<file path="config.mk">
export PLATFORM = sky130hd
export DESIGN_NAME = bitmap_id_allocator
export DESIGN_NICKNAME = d
export VERILOG_FILES = /design/src/hdl/bia_pkg.sv /design/src/hdl/bia_ram.sv /design/src/hdl/bia_dp.sv /design/src/hdl/bia_ctrl.sv /design/src/hdl/bitmap_id_allocator.sv
export SDC_FILE = /design/constraint.sdc
export NUM_CORES = 1
export LEC_CHECK = 0
export BUFFER_PORTS_ARGS = -buffer_cell sky130_fd_sc_hd__buf_4
export CAP_MARGIN = 20
export CORE_AREA = 2 2 241 243
export DETAILED_ROUTE_END_ITERATION = 8
export DIE_AREA = 0 0 243 245
export PLACE_DENSITY = 0.71
export REMOVE_ABC_BUFFERS = 1
export SLEW_MARGIN = 20
export SYNTH_ARGS = -nofsm -noshare
export SYNTH_HDL_FRONTEND = slang
export SYNTH_SLANG_ARGS = --single-unit
</file>
<file path="constraint.sdc">
create_clock -name clk -period 11.4 [get_ports clk]
set_input_delay 1.71 -clock clk [delete_from_list [all_inputs] [get_ports clk]]
set_output_delay 1.71 -clock clk [all_outputs]
set_load 0.005 [all_outputs]
</file>
<file path="src/hdl/bia_pkg.sv">
// Shared constants, opcodes and controller/datapath interface types for the ID allocator.
package bia_pkg;

	localparam int MAX_IDS   = 512;
	localparam int WORD_W    = 64;
	localparam int NUM_WORDS = MAX_IDS / WORD_W;
	localparam int WADDR_W   = $clog2(NUM_WORDS);
	localparam int BIT_W     = $clog2(WORD_W);
	localparam int ID_W      = 10;
	localparam int GRANT_W   = 9;
	localparam int OP_W      = 2;

	localparam logic [ID_W-1:0] LIMIT_RESET = ID_W'(MAX_IDS);

	localparam logic [OP_W-1:0] OP_ALLOC = 2'd0;
	localparam logic [OP_W-1:0] OP_FREE  = 2'd1;
	localparam logic [OP_W-1:0] OP_LIMIT = 2'd2;

	typedef enum logic [2:0] {
		ST_IDLE,
		ST_DISPATCH,
		ST_SCAN,
		ST_FREE,
		ST_RESP
	} state_t;

	typedef struct packed {
		logic load;
		logic start;
		logic scan_next;
		logic commit_alloc;
		logic commit_free;
		logic commit_limit;
		logic set_ok;
		logic out_load;
	} dp_cmd_t;

	typedef struct packed {
		logic is_alloc;
		logic is_free;
		logic is_limit;
		logic free_ok;
		logic lim_ge;
		logic hit;
		logic last;
		logic out_free;
	} dp_stat_t;

endpackage

</file>
<file path="src/hdl/bia_ram.sv">
// Generic single-write, single-read RAM with registered read data.
module bia_ram #(
	parameter int Width = 64,
	parameter int Depth = 8
) (
	input  logic                     clk,
	input  logic                     we,
	input  logic [$clog2(Depth)-1:0] waddr,
	input  logic [Width-1:0]         wdata,
	input  logic [$clog2(Depth)-1:0] raddr,
	output logic [Width-1:0]         rdata
);

	logic [Width-1:0] mem_q [Depth];

	always_ff @(posedge clk) begin
		if (we) begin
			mem_q[waddr] <= wdata;
		end
		rdata <= mem_q[raddr];
	end

endmodule

</file>
<file path="src/hdl/bia_dp.sv">
// Datapath: request registers, bitmap memory, word scan logic, limit and result registers.
module bia_dp
	import bia_pkg::*;
(
	input  logic                clk,
	input  logic                arst_n,
	input  dp_cmd_t             cmd,
	output dp_stat_t            stat,
	input  logic [OP_W-1:0]     opcode,
	input  logic [ID_W-1:0]     release_id,
	input  logic [ID_W-1:0]     requested_limit,
	input  logic                out_ready,
	output logic                out_valid,
	output logic [GRANT_W-1:0]  granted_id,
	output logic                status,
	output logic [ID_W-1:0]     current_limit
);

	logic [OP_W-1:0]      op_q;
	logic [ID_W-1:0]      rid_q;
	logic [ID_W-1:0]      req_q;
	logic [WADDR_W-1:0]   ptr_q;
	logic [ID_W-1:0]      id_limit_q;
	logic [NUM_WORDS-1:0] rowv_q;
	logic [GRANT_W-1:0]   grant_q;
	logic                 fail_q;
	logic                 out_valid_q;
	logic [GRANT_W-1:0]   out_grant_q;
	logic                 out_fail_q;
	logic [ID_W-1:0]      out_limit_q;

	logic [WADDR_W-1:0]   start_w;
	logic [WADDR_W-1:0]   raddr;
	logic [WORD_W-1:0]    rdata;
	logic [WORD_W-1:0]    word;
	logic [ID_W-1:0]      base;
	logic [ID_W-1:0]      lim_off;
	logic [WADDR_W:0]     ptr_nxt;
	logic [ID_W-1:0]      next_base;
	logic [WORD_W-1:0]    hi_mask;
	logic [WORD_W-1:0]    lo_mask;
	logic [WORD_W-1:0]    cand;
	logic [WORD_W-1:0]    busy;
	logic [BIT_W-1:0]     idx;
	logic [WORD_W-1:0]    alloc_bit;
	logic [WORD_W-1:0]    free_bit;
	logic                 we;
	logic [WORD_W-1:0]    wdata;

	always_comb begin
		case (op_q)
			OP_FREE:  start_w = rid_q[BIT_W+WADDR_W-1:BIT_W];
			OP_LIMIT: start_w = req_q[BIT_W+WADDR_W-1:BIT_W];
			default:  start_w = '0;
		endcase
	end

	assign raddr = cmd.scan_next ? WADDR_W'(ptr_q + 1'b1) : start_w;

	bia_ram #(
		.Width(WORD_W),
		.Depth(NUM_WORDS)
	) u_map (
		.clk  (clk),
		.we   (we),
		.waddr(ptr_q),
		.wdata(wdata),
		.raddr(raddr),
		.rdata(rdata)
	);

	// A row never written still holds its reset contents: only ID 0 is in use.
	assign word = rowv_q[ptr_q] ? rdata :
		((ptr_q == '0) ? WORD_W'(1) : '0);

	assign base      = {{(ID_W-WADDR_W-BIT_W){1'b0}}, ptr_q, {BIT_W{1'b0}}};
	assign lim_off   = id_limit_q - base;
	assign ptr_nxt   = {1'b0, ptr_q} + 1'b1;
	assign next_base = ID_W'({ptr_nxt, {BIT_W{1'b0}}});

	assign hi_mask = (lim_off >= ID_W'(WORD_W)) ? '1 : ~({WORD_W{1'b1}} << lim_off[BIT_W-1:0]);
	assign lo_mask = (ptr_q == req_q[BIT_W+WADDR_W-1:BIT_W]) ?
		({WORD_W{1'b1}} << req_q[BIT_W-1:0]) : '1;

	assign cand = ~word & hi_mask;
	assign busy = word & hi_mask & lo_mask;

	always_comb begin
		idx = '0;
		for (int i = WORD_W - 1; i >= 0; i--) begin
			if (cand[i]) begin
				idx = BIT_W'(i);
			end
		end
	end

	assign alloc_bit = WORD_W'(1) << idx;
	assign free_bit  = WORD_W'(1) << rid_q[BIT_W-1:0];
	assign we        = cmd.commit_alloc | cmd.commit_free;
	assign wdata     = cmd.commit_alloc ? (word | alloc_bit) : (word & ~free_bit);

	always_ff @(posedge clk) begin
		if (cmd.load) begin
			op_q  <= opcode;
			rid_q <= release_id;
			req_q <= requested_limit;
		end
		if (cmd.start || cmd.scan_next) begin
			ptr_q <= raddr;
		end
	end

	always_ff @(posedge clk or negedge arst_n) begin
		if (!arst_n) begin
			id_limit_q  <= LIMIT_RESET;
			rowv_q      <= '0;
			grant_q     <= '0;
			fail_q      <= 1'b1;
			out_valid_q <= 1'b0;
		end else begin
			if (cmd.load) begin
				grant_q <= '0;
				fail_q  <= 1'b1;
			end
			if (cmd.commit_alloc) begin
				grant_q <= {ptr_q, idx};
			end
			if (cmd.commit_alloc || cmd.commit_free || cmd.commit_limit || cmd.set_ok) begin
				fail_q <= 1'b0;
			end
			if (we) begin
				rowv_q[ptr_q] <= 1'b1;
			end
			if (cmd.commit_limit) begin
				id_limit_q <= req_q;
			end
			if (cmd.out_load) begin
				out_valid_q <= 1'b1;
			end else if (out_ready) begin
				out_valid_q <= 1'b0;
			end
		end
	end

	always_ff @(posedge clk) begin
		if (cmd.out_load) begin
			out_grant_q <= grant_q;
			out_fail_q  <= fail_q;
			out_limit_q <= id_limit_q;
		end
	end

	assign stat.is_alloc = (op_q == OP_ALLOC);
	assign stat.is_free  = (op_q == OP_FREE);
	assign stat.is_limit = (op_q == OP_LIMIT);
	assign stat.free_ok  = (rid_q != '0) && (rid_q < id_limit_q);
	assign stat.lim_ge   = (req_q >= id_limit_q);
	assign stat.hit      = (op_q == OP_ALLOC) ? (|cand) : (|busy);
	assign stat.last     = (next_base >= id_limit_q);
	assign stat.out_free = !out_valid_q || out_ready;

	assign out_valid     = out_valid_q;
	assign granted_id    = out_grant_q;
	assign status        = out_fail_q;
	assign current_limit = out_limit_q;

endmodule

</file>
<file path="src/hdl/bia_ctrl.sv">
// Controller state machine: sequences dispatch, word scan, bitmap update and response.
module bia_ctrl
	import bia_pkg::*;
(
	input  logic     clk,
	input  logic     arst_n,
	input  logic     in_valid,
	output logic     in_ready,
	input  dp_stat_t stat,
	output dp_cmd_t  cmd
);

	state_t state_q;
	state_t state_d;

	always_ff @(posedge clk or negedge arst_n) begin
		if (!arst_n) begin
			state_q <= ST_IDLE;
		end else begin
			state_q <= state_d;
		end
	end

	always_comb begin
		state_d = state_q;
		case (state_q)
			ST_IDLE: begin
				if (in_valid) begin
					state_d = ST_DISPATCH;
				end
			end
			ST_DISPATCH: begin
				if (stat.is_alloc || (stat.is_limit && !stat.lim_ge)) begin
					state_d = ST_SCAN;
				end else if (stat.is_free && stat.free_ok) begin
					state_d = ST_FREE;
				end else begin
					state_d = ST_RESP;
				end
			end
			ST_SCAN: begin
				if (stat.hit || stat.last) begin
					state_d = ST_RESP;
				end
			end
			ST_FREE: state_d = ST_RESP;
			ST_RESP: begin
				if (stat.out_free) begin
					state_d = ST_IDLE;
				end
			end
			default: state_d = ST_IDLE;
		endcase
	end

	always_comb begin
		cmd      = '0;
		in_ready = 1'b0;
		case (state_q)
			ST_IDLE: begin
				in_ready = 1'b1;
				cmd.load = in_valid;
			end
			ST_DISPATCH: begin
				cmd.start  = stat.is_alloc || (stat.is_limit && !stat.lim_ge) ||
					(stat.is_free && stat.free_ok);
				cmd.set_ok = stat.is_limit && stat.lim_ge;
			end
			ST_SCAN: begin
				if (stat.is_alloc) begin
					cmd.commit_alloc = stat.hit;
				end else begin
					cmd.commit_limit = !stat.hit && stat.last;
				end
				cmd.scan_next = !stat.hit && !stat.last;
			end
			ST_FREE: cmd.commit_free = 1'b1;
			ST_RESP: cmd.out_load = stat.out_free;
			default: ;
		endcase
	end

endmodule

</file>
<file path="src/hdl/bitmap_id_allocator.sv">
// Top level of the bitmap identifier allocator: controller, datapath and checks.
//
//   channel | direction | handshake            | payload
//   --------+-----------+----------------------+-----------------------------------------
//   request | in        | in_valid / in_ready  | opcode, release_id, requested_limit
//   result  | out       | out_valid / out_ready| granted_id, status, current_limit
//
// One request is in work at a time. An allocation or a limit below the current one
// passes through dispatch, a scan of 64-bit map words (1 to 8) and response; a free
// through dispatch, update and response. A rejected free, a limit at or above the
// current one and an undefined opcode go from dispatch to response. The scan reads
// one map word per cycle from the single read port of the bitmap memory.
// Reset leaves the map with only ID 0 in use and the limit at 512, with no
// clearing pass. A stalled result stays in its output register; the next request
// is still accepted and runs, and only waits to deliver its own result.
module bitmap_id_allocator
	import bia_pkg::*;
(
	input  logic               clk,
	input  logic               arst_n,
	input  logic               in_valid,
	output logic               in_ready,
	input  logic [OP_W-1:0]    opcode,
	input  logic [ID_W-1:0]    release_id,
	input  logic [ID_W-1:0]    requested_limit,
	output logic               out_valid,
	input  logic               out_ready,
	output logic [GRANT_W-1:0] granted_id,
	output logic               status,
	output logic [ID_W-1:0]    current_limit
);

	dp_cmd_t  cmd;
	dp_stat_t stat;

	bia_ctrl u_ctrl (
		.clk     (clk),
		.arst_n  (arst_n),
		.in_valid(in_valid),
		.in_ready(in_ready),
		.stat    (stat),
		.cmd     (cmd)
	);

	bia_dp u_dp (
		.clk            (clk),
		.arst_n         (arst_n),
		.cmd            (cmd),
		.stat           (stat),
		.opcode         (opcode),
		.release_id     (release_id),
		.requested_limit(requested_limit),
		.out_ready      (out_ready),
		.out_valid      (out_valid),
		.granted_id     (granted_id),
		.status         (status),
		.current_limit  (current_limit)
	);

`ifndef SYNTHESIS
	// The controller never takes a second beat right after accepting one.
	a_busy_after_accept: assert property (@(posedge clk) disable iff (!arst_n)
		(in_valid && in_ready) |=> !in_ready)
		else $error("request accepted while previous one still in work");

	// A granted ID is never the reserved ID 0, and a nonzero grant is a success.
	a_grant_ok: assert property (@(posedge clk) disable iff (!arst_n)
		(out_valid && granted_id != '0) |-> (status == 1'b0))
		else $error("nonzero grant reported with refusal status");

	// The limit lies between 1 and MAX_IDS.
	a_limit_range: assert property (@(posedge clk) disable iff (!arst_n)
		out_valid |-> (current_limit != '0 && current_limit <= LIMIT_RESET))
		else $error("reported limit out of range");

	// A scan only starts or advances while a request is in work.
	a_scan_busy: assert property (@(posedge clk) disable iff (!arst_n)
		(cmd.start || cmd.scan_next) |-> !in_ready)
		else $error("map scan active while idle");
`endif

endmodule
</file>
## Yosys cells after proc, flatten, opt, wreduce, memory -nomap -nowiden

Memories as Yosys holds them, arrays and structs flattened. A register that Yosys moved wholly into a read port is not among the register bits.
Cells that the tools add are included.

| operators by class | value |
|---|---|
| mux-type cells | 100 |
| add/subtract/negate cells | 3 |
| magnitude comparators | 6 |
| bitwise gates (word level) | 10 |
| shift operators | 4 |
| equality and inequality tests | 10 |
| reductions and logical operators | 29 |

Operators by type and width:

| cell | count |
|---|---|
| $mux 6 | 64 |
| $and 64x64->64 | 4 |
| $mux 64 | 4 |
| $not 64->64 | 3 |
| $reduce_or 64->1 | 2 |
| $shl 1x6->64 const A | 2 |
| $shl 64x6->64 const A | 2 |
| $or 64x64->64 | 1 |
| $ge 10x10->1 | 2 |
| $mux 1 | 19 |
| $mux 3 | 6 |
| $mux 9 | 2 |
| $pmux 3 s5 | 1 |
| $ge 10x7->1 const B | 1 |
| $lt 10x10->1 | 1 |
| $reduce_bool 10->1 | 1 |
| $sub 10x9->10 | 1 |
| $logic_or 1x1->1 | 8 |
| $or 8x8->8 | 1 |
| $logic_and 1x1->1 | 7 |
| $eq 3x2->1 const B | 2 |
| $logic_not 3->1 | 2 |
| $pmux 3 s2 | 1 |
| $reduce_bool 2->1 | 3 |
| 18 further kinds | 22 |

| storage, ports and cells | value |
|---|---|
| register bits | 77 |
| word-level logic and storage cells | 176 |
| memories kept | 1 |
| RAM bits | 512 |
| output and inout bits | 22 |

Memories:

| memory | depth | bits a word | rd ports | clocked after memory_dff | write ports | RTL line | source |
|---|---|---|---|---|---|---|---|
| u_dp.u_map.mem_q | 8 | 64 | 1 | 1 | 1 | bia_ram.sv:14 | `logic [Width-1:0] mem_q [Depth];` |

## Logic depth before layout (Yosys ltp)

Gate-level depths: netlist of the first run.

| logic depth | value |
|---|---|
| word-level depth | 72 |
| depth in mapped cells | 21 |
| mapped depth without buffers | 16 |

## By module

A second synthesis of the first run with hierarchy kept.

| second synthesis, totals | value |
|---|---|
| cells, all modules | 1935 |
| area total of the unflattened synthesis | 29199.3 µm² |

Modules (own cells, without submodules):

| module | cells each | instances | sequential area each (µm²) | area each (µm²) |
|---|---|---|---|---|
| bia_ram | 816 | 1 | 16656.0 | 20547.2 |
| bia_dp | 1089 | 1 | 2079.5 | 8394.3 |
| bia_ctrl | 30 | 1 | 75.1 | 257.7 |

## Worst setup path before layout of the first run

Ideal clock, no wire load.

| timing | value |
|---|---|
| path type | register -> register |
| start point | register u_dp.id_limit_q[6] |
| end point | register u_dp.rowv_q[0] |
| library setup time | 0.092 ns |
| slack | 3.455 ns |
| stages on the path, launching flop included | 19 |
| arrival | 7.854 ns |
| path buffers | 2 |
| path through | dfrtp_1 > inv_1 > ha_1 > inv_1 > fa_1 > xnor2_1 > nand2_1 > nor2_2 > buf_2 > a32oi_1 > nor4_1 > and3_1 > and2_1 > nand3_1 > a21oi_1 > or3_1 > clkbuf_1 > nor3_1 > or2_2 |

| between the ends | value |
|---|---|
| cells in the longest elaborated chain, start to end | 10 |
| elaborated cells between the ends (all ways) | 12 |

RTL lines:

| element | RTL line | source |
|---|---|---|
| from (decl) | bia_dp.sv:23 | `logic [ID_W-1:0] id_limit_q;` |
| from (signal assigned) | bia_dp.sv:135 | `id_limit_q <= req_q;` |
| $sub 10x9->10 (*) | bia_dp.sv:77 | `assign lim_off = id_limit_q - base;` |
| $ge 10x7->1 (*) | bia_dp.sv:81 | `assign hi_mask = (lim_off >= ID_W'(WORD_W)) ? '1 : ~({WORD_W{1'b1}} << lim_off[BIT_W-1:0]);` |
| $mux 64 (*) | bia_dp.sv:81 |  |
| $and 64x64->64 (2 in series) | bia_dp.sv:86 | `assign busy = word & hi_mask & lo_mask;` |
| $reduce_or 64->1 | bia_dp.sv:158 | `assign stat.hit = (op_q == OP_ALLOC) ? (\|cand) : (\|busy);` |
| $mux 1 (*) | bia_dp.sv:158 |  |
| $mux 1 (*) | bia_ctrl.sv:70 | `if (stat.is_alloc) begin` |
| $mux 2 (*) | bia_ctrl.sv:59 | `case (state_q)` |
| $or 1x1->1 (*) | bia_dp.sv:99 | `assign we = cmd.commit_alloc \| cmd.commit_free;` |
| to (signal assigned) | bia_dp.sv:116 | `rowv_q <= '0;` |
| to (signal, indexed assignment) | bia_dp.sv:132 | `rowv_q[ptr_q] <= 1'b1;` |
| to (decl) | bia_dp.sv:24 | `logic [NUM_WORDS-1:0] rowv_q;` |

Every way passes the cells marked *; elsewhere a longest branch is shown, timed or not.
A chain may end at the register's enable or synchronous reset.

## Worst setup path after layout of the first run

| timing | value |
|---|---|
| start point | register u_dp.ptr_q[0] |
| end point | register u_dp.u_map.rdata[34] (read register of u_dp.u_map.mem_q) |

| between the ends | value |
|---|---|
| cells in the longest elaborated chain, start to end | 11 |
| elaborated cells between the ends (all ways) | 25 |

RTL lines:

| element | RTL line | source |
|---|---|---|
| from (decl) | bia_dp.sv:22 | `logic [WADDR_W-1:0] ptr_q;` |
| from (signal assigned) | bia_dp.sv:109 | `ptr_q <= raddr;` |
| $sub 10x9->10, or another cell as far along | bia_dp.sv:77 |  |
| $ge 10x7->1, or another cell as far along | bia_dp.sv:81 |  |
| $mux 64 (on tied branches) | bia_dp.sv:81, bia_dp.sv:73 |  |
| $and 64x64->64 / $not 64->64 (equally long branches) | bia_dp.sv:86, bia_dp.sv:85 |  |
| $and 64x64->64 (on tied branches) | bia_dp.sv:86, bia_dp.sv:85 |  |
| $reduce_or 64->1 | bia_dp.sv:158 |  |
| $mux 1 | bia_dp.sv:158 |  |
| $logic_not 1->1 | bia_ctrl.sv:75 | `cmd.scan_next = !stat.hit && !stat.last;` |
| $logic_and 1x1->1 | bia_ctrl.sv:75 |  |
| $mux 2 | bia_ctrl.sv:59 |  |
| $mux 3 (*) | bia_dp.sv:58 | `assign raddr = cmd.scan_next ? WADDR_W'(ptr_q + 1'b1) : start_w;` |
| to (decl) | bia_ram.sv:11 | `output logic [Width-1:0] rdata` |

Every way passes the cells marked *; elsewhere a longest branch is shown, timed or not. The select of a mux whose other input is x is not followed.

==> results of run 1 <==
-- where the power goes --
part,switching (mW),total [mW],internal [mW]
registers,0.382,3.44,3.06
clock network,0.923,2.17,1.24
logic,1.99,2.73,0.747
-- logic make-up (layout without fill, tap and decap cells) --
kind of cell               count (synthesis)  in the layout  synth area share [%]
AOI/OAI and AO/OA                        936            936                  22.9
xor gates and xnor gates                   7              7                 0.282
adders and majority gates                 32             32                  1.32
buffers and inverters                    424            456                  5.68
DFF                                      653            653                  60.6
muxes                                     71             71                  2.32
and+or+nand+nor                          441            441                  6.85
-- final timing paths --
path	from	endpoint	slack, ps	depth (start not counted)
max in group asynchronous	arst_n	u_dp.fail_q	10040	1
min in group asynchronous	arst_n	u_dp.id_limit_q[7]	1020	1
worst min register to register	u_dp.id_limit_q[6]	u_dp.current_limit[6]	450	0
worst max register to register	u_dp.ptr_q[0]	u_dp.u_map.rdata[34]	3550	19
worst max-delay path	u_dp.ptr_q[0]	u_dp.u_map.rdata[34]	3550	19
worst min-delay path	u_dp.id_limit_q[6]	u_dp.current_limit[6]	450	0
-- sequential cells by signal, indices dropped and copies added (netlist names) --
register	cells
u_dp.op_q	2
u_dp.rowv_q	8
u_dp.grant_q	9
u_dp.u_map.rdata	64
u_ctrl.state_q	3
u_dp.id_limit_q	10
u_dp.ptr_q	3
u_dp.fail_q	1
u_dp.granted_id	9
u_dp.status	1
u_dp.current_limit	10
u_dp.u_map.mem_q	512
u_dp.rid_q	10
u_dp.out_valid	1
u_dp.req_q	10
-- worst max-delay path, delay by kind of cell (launching register included) --
| family | cells | cell delay [ps] |
|---|---|---|
| AND/OR/NAND/NOR | 4 | 1230 |
| AO/OA/AOI/OAI | 7 | 2470 |
| flip-flops | 1 | 780 |
| XOR/XNOR | 1 | 230 |
| buffers and inverters | 5 | 2020 |
| adder cells (fa/ha/maj) | 2 | 660 |
-- metrics by stage --
step           cells  hold WS (ps)
2_1_floorplan   2368           425
3_3_place_gp    3237           433
3_5_place_dp    3237           431
4_1_cts         3358           446
5_1_grt         3361           466
6_report        3361           446
-- placed cells by master, fill, tap and decap left out, types with 64 or more instances in the layout --
master	n
nor2_1	109
a21oi_1	66
a211oi_1	397
o21ai_0	118
nand2_1	128
buf_4	102
clkbuf_16	67
inv_1	227
mux2i_1	69
edfxtp_1	557
dfxtp_1	64
-- cells in the mapped netlist, drive strengths merged (7+ instances only) --
cell type	n
nand4	18
o31ai	21
nand2	129
xnor2	7
clkbuf	133
a21o	14
nor4	12
o21ai	136
o32ai	8
or2	15
dfxtp	64
or3	13
a32oi	15
a31oi	25
inv	227
and2	12
o211ai	55
a2111oi	68
o22ai	35
nor3	21
nand2b	16
nor2	117
a32o	7
o21a	9
and3	10
edfxtp	557
dfrtp	30
o2111ai	14
nand3	55
ha	31
a21oi	66
a211oi	399
buf	63
a22o	7
mux2i	71
-- layout make-up --
type | count | area [um2] | area share (%)
well taps | 765 | 957 | 2.79
inverters | 228 | 856 | 2.50
clock inverters | 26 | 302 | 0.879
clock buffers | 95 | 1890 | 5.52
multi-input cells | 1487 | 10600 | 30.9
flip-flops and latches | 653 | 18800 | 54.9
repair buffers | 107 | 881 | 2.57
-- per-layer routing --
| metal | track usage, % | up-vias | wire, um |
|---|---|---|---|
| met5 | 0 | - | 0 |
| met1 | 50.3 | 11800 | 45000 |
| li1 | - | 10000 | - |
| met2 | 54.3 | 1397 | 47900 |
| met4 | 17.6 | 0 | 5580 |
| met3 | 9.13 | 296 | 10500 |
==> run_results.csv, run 1 <==
group,metric,value,unit
finish,utilization,60.1,%
clock_tree,cts_hold_buf,0,
critical_path,crit_chain,"ha_1, inv_1, fa_1, xnor2_1, and2_1, buf_4, nand2_1, nor2_1, buf_4, a21oi_1, o21ai_0, o2111ai_1, nor4_2, a21o_4, buf_4, a31oi_4, buf_4, a211oi_1, a2111oi_2",
critical_path,crit_type,"flop to flop",
floorplan,core-area,0.0570,mm2
logic_synthesis,synth_area_leaders,"edfxtp_1 (54%), a211oi_1 (9.6%), dfxtp_1 (4.1%)",
global_routing,grt_overflow,0,
finish,areaGrowthSynthToFinish,10.5,%
floorplan,rows,88,
critical_path,slowest_delay,780,ps
critical_path,cp_max_fo,74,
logic_synthesis,synth_area_per_cell,12.1,um2
floorplan,die_h,245,um
finish,drive_gt1_share,12.6,%
power,leakage,11.4,nW
timing,fin_crit_sh,68.8,%
floorplan,dieArea,0.0595,mm2
logic_synthesis,yosysTopAreaCell,"edfxtp_1",
placement,dpl_worst_slack,3860,ps
logic_synthesis,async_flop_share,4.90,%
timing,setup_slack,3550,ps
floorplan,pin_count,48,
critical_path,cp-start-kind,"flop",
clock_tree,clock_sinks,653,
placement,io_buffer_count,47,
global_routing,grt_util_all_layers,36.5,%
clock_tree,post_cts_resized,0,
finish,finalInstanceArea,0.0343,mm2
global_routing,first_global_vias,22500,
global_routing,grt_pass1_wl,157,mm
global_routing,antenna_found_initial,0,
drt,drtAntennaViolNets,0,
drt,drt_iter0_markers,2899,
run_status,status,"complete, no violations",
logic_synthesis,synth_area,0.0310,mm2
timing,rsz0062_at_grt,"no",
critical_path,critPathRequiredTime,11840,ps
drt,wl,109,mm
finish,nFillCells,4561,
global_routing,grt_max_degree,193,
power,power_density,243,mW/mm2
timing,tns,0,ps
timing,finalMaxSlewViolations,0,
logic_synthesis,synth-edff-count,557,
power,ir_worst_vdd,0.161,mV
critical_path,critPathMostFrequentCell,"buf_4",
logic_synthesis,synth_top_area_share,53.9,%
finish,antennaDiodeCount,0,
timing,fmax,0.127,GHz
drt,drt_pass1_iterations,6,
floorplan,die_w,243,um
timing,maxSlewHeadroom,23.3,%
clock_tree,htreeDepth,3,
placement,finalWeightedCongestion,1.12,
drt,via_per_inst,7.00,
floorplan,start_util,54.4,%
logic_synthesis,yosysWarnings,0,
drt,drc,0,
placement,dp_hpwl,70.4,mm
finish,nets,2601,
logic_synthesis,ys_seq_area_share,60.6,%
hold_path,holdCritPathClass,"flop to flop",
clock_tree,cts_setup_buffers,0,
logic_synthesis,syn_inst,2564,
clock_tree,clkTransAtPathRegs,70,ps
critical_path,crit_slowest_cell,"edfxtp_1",
logic_synthesis,synth_seq_cells,653,
clock_tree,root_buffer,"clkbuf_16",
clock_tree,cts_tree,"done",
timing,worstMarginPinSlew,1150,ps
logic_synthesis,synth_ff_type,"edfxtp_1",
placement,dpl_cell_area,0.0320,mm2
logic_synthesis,ys_types,90,
clock_tree,cts_max_path_buffers,3,
drt,wire_per_inst,32.4,um
critical_path,arrival,8290,ps
run,cap_violations,0,
timing,setup_viol_count_final,0,
critical_path,critPathCaptureType,"flop",
timing,period_needed,7850,ps
timing,skew,34.1,ps
clock_tree,worstSkewPairLatency,620,ps
timing,timing_hold_violations_final,0,
clock_tree,cts_inserted_buffers,66,
power,total_power,8.34,mW
drt,routed-via-count,23500,
Power figures use the tool's default switching activity.
==> inputs of run 2 (changes only) <==
- PLACE_DENSITY: 0.71 -> 0.73
- clock period: 11.4 -> 7 ns (I/O delays scaled with it)
==> run 2 against run 1 <==
Net effect: fmax increased by 25%; sequential share of layout area decreased by 1.8 points; hold slack got worse by 64 ps; non-clock buffer count increased by 103; die area unchanged; largest power group unchanged; worst setup slack got worse by 2800 ps.
==> run_results.csv, run 2 (synthesized netlist as in run 1, its figures left out) <==
group,metric,value,unit
critical_path,cp-start-kind,"flop",
finish,nets,2706,
global_routing,grt_util_all_layers,39.1,%
critical_path,path_delay_family,"simple AND/OR/NAND/NOR gates",
floorplan,rows,88,
timing,finalMaxSlewViolations,0,
placement,finalWeightedCongestion,1.12,
global_routing,grt_overflow,0,
timing,fin_crit_sh,89.7,%
power,leakage,12.1,nW
timing,tns,0,ps
power,power_density,406,mW/mm2
drt,drc,0,
drt,wire_per_inst,33.6,um
critical_path,crit_type,"flop to flop",
finish,final_common_cell,"edfxtp_1",
clock_tree,clkTransAtPathRegs,70,ps
finish,finalInstanceArea,0.0354,mm2
floorplan,core-area,0.0570,mm2
power,total_power,14.4,mW
floorplan,die_h,245,um
placement,dp_hpwl,76.2,mm
finish,areaGrowthSynthToFinish,14.3,%
critical_path,critical_path_buf_inv_count,3,
finish,regMostFlops,"u_dp.u_map.mem_q",
timing,skew,33.0,ps
placement,dpl_cell_area,0.0331,mm2
floorplan,dieArea,0.0595,mm2
critical_path,arrival,6760,ps
power,ir_worst_vdd,0.281,mV
timing,setup_viol_count_final,0,
timing,setup_slack,718,ps
run,cap_violations,0,
critical_path,crit_slowest_cell,"a2111oi_0",
global_routing,grt_pass1_wl,167,mm
critical_path,critPathMostFrequentCell,"buf_12",
clock_tree,cts_hold_buf,0,
critical_path,critPathCaptureType,"flop",
finish,top_regs,"u_dp.u_map.mem_q (512), u_dp.u_map.rdata (64)",
clock_tree,post_cts_resized,0,
drt,routed-via-count,24200,
timing,period_needed,6280,ps
finish,drive_gt1_share,16.1,%
drt,drtAntennaViolNets,0,
finish,largest_register_ffs,512,
critical_path,crit_chain,"inv_1, fa_1, xnor2_1, and2_1, nand3_1, nor2_1, o22ai_1, a2111oi_0, and4bb_1, a21o_4, buf_12, o21ai_4, buf_12, a2111oi_1",
timing,fmax,0.159,GHz
clock_tree,root_buffer,"clkbuf_16",
critical_path,critPathRequiredTime,7480,ps
timing,rsz0062_at_grt,"no",
critical_path,cp_max_fo,74,
floorplan,start_util,54.4,%
global_routing,grt_max_degree,124,
drt,via_per_inst,6.98,
drt,wl,116,mm
placement,dpl_worst_slack,960,ps
clock_tree,worstSkewPairLatency,630,ps
finish,layout_common_cells,"edfxtp_1 (557), a211oi_1 (397), inv_1 (227)",
run_status,status,"complete, no violations",
drt,drt_iter0_markers,2952,
timing,maxSlewHeadroom,25.9,%
critical_path,slowest_delay,830,ps
drt,drt_pass1_iterations,6,
global_routing,first_global_vias,23500,
hold_path,holdCritPathClass,"primary input to async pin",
timing,timing_hold_violations_final,0,
clock_tree,cts_max_path_buffers,3,
floorplan,pin_count,48,
clock_tree,cts_setup_buffers,0,
clock_tree,cts_tree,"done",
timing,worstMarginPinSlew,1110,ps
clock_tree,cts_inserted_buffers,68,
clock_tree,htreeDepth,3,
floorplan,die_w,243,um
placement,io_buffer_count,47,
global_routing,antenna_found_initial,5,
clock_tree,clock_sinks,653,
-- run 2: cell count changes in the layout (fill, tap and decap cells not counted), sizes merged --
cell      previous run  this run
clkbuf              95        87
inv                232       229
bufinv               3        10
clkinvlp             1         3
clkinv              18        22
diode                0         2
buf                107       210
-- run 2: cell type report --
class / count / area [um2]
Fill cell: 4348 / 21600
Sequential cell: 653 / 18800
Multi-Input combinational cell: 1487 / 10600
Timing Repair Buffer: 210 / 1850
Clock buffer: 87 / 1810
Tap cell: 765 / 957
Inverter: 228 / 856
Clock inverter: 36 / 548
Antenna cell: 2 / 5.00
-- run 2: metal layers --
metal	part of all wire, %	track usage [%]
met3	9.8	7.95
met1	40	53.5
met4	5.7	20.9
met5	0.015	0
met2	45	59.3
-- run 2: worst register-to-register path, delay by kind of cell (launching register included) --
| family | cells | cell delay [ps] |
|---|---|---|
| AOI/OAI and AO/OA | 5 | 1980 |
| xor gates and xnor gates | 1 | 250 |
| adders and majority gates | 1 | 440 |
| buffers and inverters | 3 | 790 |
| DFF | 1 | 560 |
| and+or+nand+nor | 4 | 2130 |
-- run 2: per-stage QoR --
stage | utilization, % | hold WS (ps) | cells
global placement | 58.0 | 435 | 3343
global route | 62.1 | 403 | 3467
detailed placement | 58.0 | 439 | 3343
CTS | 62.1 | 366 | 3466
finish | 62.1 | 381 | 3468
floorplan | - | 425 | 2368
-- run 2: where the power goes --
group	internal, mW	switching (mW)	leakage [nW]
Sequential	4.98	0.668	6.10
Clock	2.24	1.55	1.13
Combinational	1.49	3.46	4.82
-- run 2: path summary, 6_finish.rpt --
check,depth (start not counted),to,slack (ps),start
max reg2reg,14,u_dp.u_map.rdata[63],720,u_dp.ptr_q[1]
min reg2reg,0,u_dp.granted_id[6],450,u_dp.grant_q[6]
min in group clk,0,u_dp.granted_id[6],450,u_dp.grant_q[6]
max in group asynchronous,1,u_dp.fail_q,6250,arst_n
min,1,u_dp.grant_q[2],380,arst_n
max,14,u_dp.u_map.rdata[63],720,u_dp.ptr_q[1]
